--- src/sv/bpa_ram.sv ---
module bpa_ram #(
  parameter int W = 8,
  parameter int D = 16
) (
  input  logic                 clk,
  input  logic                 we,
  input  logic [$clog2(D)-1:0] waddr,
  input  logic [W-1:0]         wdata,
  input  logic [$clog2(D)-1:0] raddr,
  output logic [W-1:0]         rdata
);

  logic [W-1:0] mem [D];

  always_ff @(posedge clk) begin
    if (we) begin
      mem[waddr] <= wdata;
    end
    rdata <= mem[raddr];
  end

endmodule

--- config.mk ---
export PLATFORM = sky130hd
export DESIGN_NAME = bpa_ram
export DESIGN_NICKNAME = d
export VERILOG_FILES = /design/src/sv/bpa_ram.sv
export SDC_FILE = /design/constraint.sdc
export NUM_CORES = 1
export LEC_CHECK = 0
export BUFFER_PORTS_ARGS = -buffer_cell sky130_fd_sc_hd__buf_2
export CAP_MARGIN = 15
export CELL_PAD_IN_SITES_DETAIL_PLACEMENT = 1
export CELL_PAD_IN_SITES_GLOBAL_PLACEMENT = 1
export CORE_MARGIN = 2
export CORE_UTILIZATION = 30
export DETAILED_ROUTE_END_ITERATION = 8
export PLACE_DENSITY = 0.58
export SYNTH_ARGS = -nofsm -noshare
export SYNTH_HDL_FRONTEND = slang
export SYNTH_SLANG_ARGS = --single-unit
--- constraint.sdc ---
create_clock -name clk -period 3.2 [get_ports clk]
set_clock_uncertainty 0.05 [all_clocks]
set_input_delay 0.8 -clock clk [delete_from_list [all_inputs] [get_ports clk]]
set_output_delay 0.8 -clock clk [all_outputs]
set_load 0.05 [all_outputs]
==> results.json <==
{
  "outcome": "complete, no violations",
  "dieArea_um2": 18220,
  "synth_area_um2": 5147,
  "cpMaxStageDelayCell": "nor2_1",
  "cp.arrival_ps": 2150,
  "ys_seq_elements": 136,
  "start_util": 0.3082,
  "drtAntennaViolNets": 0,
  "n_antenna_cell": 0,
  "ys_seq_area_frac": 0.7778,
  "ctsLongestPathBuffers": 2,
  "r2r-start": "mem[3][4]",
  "vias_per_cell": 4.763,
  "finalMaxSlewViolations": 0,
  "avgSynthCellArea_um2": 22.48,
  "mostFrequentLayoutCells": "128 x edfxtp_1, 25 x buf_2, 18 x mux4_2",
  "worstReg2RegEnd": "rdata[4]",
  "cts_root_buf": "clkbuf_16",
  "boundaryPins": 26,
  "drive_gt1_frac": 0.2925,
  "rsz0062_at_grt": "no",
  "post_drt_wl_per_cell_um": 21.88,
  "synth_nets": 247,
  "layout.nets": 299,
  "hold_path_startpoint": "mem[14][6]",
  "cp.depth": 3,
  "grt_max_degree": 19,
  "grt_overflow_total": 0,
  "rrSetupSlack_ps": 1760,
  "drv_cap": 0,
  "wl_met2_um": 5357,
  "path_max_fanout": 8,
  "grt_pass1_wl_um": 17130,
  "numClockSinks": 136,
  "synth_cell_types": 19,
  "cts_buffers": 17,
  "fin_ws_ps": 1031,
  "syn_inst": 229,
  "place.gp.congestion": 0.6865,
  "wl_met3_um": 553,
  "end_kind": "flop",
  "dr.max_layer_used": "met4",
  "cts_resized": 0,
  "slew_headroom": 0.4077,
  "ir_drop_v": 0.0003632,
  "clkLatencyLatePin_ps": 410,
  "start_kind": "input port",
  "drt-met1-wl_um": 5251,
  "dr.pass1.iters": 4,
  "first_iter_violations": 233,
  "worstPathRequired_ps": 3180,
  "finalSetupTns_ps": 0,
  "cpPeakStageDelay_ps": 700,
  "holdBufCountCts": 0,
  "syn2layout_area_growth_pct": 19.57,
  "row_count": 47,
  "cts_tree": "done",
  "htree_num_levels": 4,
  "hold_depth": 3,
  "route.detailed.drc": 0,
  "worst_slew_pin_slew_ps": 885.1,
  "hold_viol": 0,
  "die_y_um": 135.0,
  "grt_pass1_vias": 2609,
  "cts_setup_buffers": 0,
  "place.port_buffers": 25,
  "yosysWarnings": 0,
  "synth_area_leader_cell": "edfxtp_1",
  "power_density_nw_per_um2": 655.5,
  "grt_usage": 0.1345,
  "worstPathCellList": "buf_2, or3b_2, nor2_1",
  "antenna_found_initial": 0,
  "clk_pin_slew_ps": 50,
  "dp_hpwl_um": 7346,
  "yosysTopAreaCellShare": 0.7467,
  "fin_crit_ps": 2169,
  "synth_area_leaders": "edfxtp_1 75%, mux4_2 7.9%, mux4_1 7.1%",
  "fmax_mhz": 461.0,
  "preCtsSetupSlack_ps": 568.9,
  "path_class": "input port to flop",
  "core_area_um2": 16700,
  "wl_um": 11250,
  "cp_num_buf_inv": 1,
  "path_delay_family": "simple AND/OR/NAND/NOR gates",
  "hold_path.class": "flop to flop",
  "setup_viol": 0,
  "worstRegToRegCells": 3,
  "chipWidth_um": 135.0,
  "vias": 2448,
  "final_common_cell": "edfxtp_1",
  "hold_end": "rdata[6]",
  "power_leakage_uw": 0.002054,
  "period_share": 0.6779
}
## cells in the mapped netlist
cell type / number
buf_2: 3
and2b_1: 1
dfxtp_1: 8
clkdlybuf4s25_2: 3
nand3_1: 1
nor2_1: 13
and2_1: 1
a22oi_1: 16
buf_6: 3
mux4_1: 14
or3b_2: 1
mux4_2: 18
nand2_1: 9
edfxtp_1: 128
buf_4: 1
nand2b_1: 2
nor2b_1: 1
nand3b_1: 2
nor3_1: 4
## worst max path at each step
stage                         from        end  slack, ps
after floorplan           waddr[2]  mem[0][0]        860
after global placement    waddr[2]  mem[2][2]        590
after detailed placement  waddr[2]  mem[3][2]        570
after CTS                 waddr[2]  mem[3][2]       1010
after global routing      waddr[2]  mem[3][2]        960
final                     waddr[2]  mem[1][3]       1030
## sequential cells by signal, summed over array words and instances, names as in the netlist
register  cells
mem         128
rdata         8
## cell type report
| class | count | area (um2) |
|---|---|---|
| flip-flops and latches | 136 | 4004 |
| fillers | 1661 | 10550 |
| well taps | 220 | 275.3 |
| multi-input cells | 83 | 1057 |
| clock inverters | 12 | 108.9 |
| repair buffers | 43 | 272.8 |
| clock buffers | 20 | 436.7 |
## per-stage QoR
step	power [uW]	cell area, um2	util	hold slack (ps)	std cells
after floorplan	2180	5147	-	579.3	229
after detailed placement	2277	5609	0.3359	615.5	482
after global placement	2271	5609	0.3359	605.0	482
after CTS	4074	6155	0.3685	625.8	514
after global routing	4165	6155	0.3685	637.9	514
final	4034	6155	0.3685	614.1	514
## cell families (layout without fill, tap and decap cells)
family,Yosys count,count (layout),synth area share
and+or+nand+nor,35,35,0.03184
buffers and inverters,10,75,0.01677
DFF,136,136,0.7778
AOI/OAI and AO/OA,16,16,0.02334
muxes,32,32,0.1502
## power breakdown
part           internal [uW]  switching [uW]  total (uW)
Sequential              1990            13.2        2010
Clock                   1130             673        1800
Combinational           79.3             150         229
## worst min-delay path: stages, from the launching register on
cell,delay [ps]
edfxtp_1,310
mux4_2,220
a22oi_1,60
nand2_1,50
## layer usage
layer  track usage  vias to the layer above
met3       0.03829                        7
li1              -                     1081
met5             0                        -
met2        0.1985                       62
met4       0.05150                        0
met1        0.1894                     1298
Note: power is estimated with default switching activity, not from simulation.
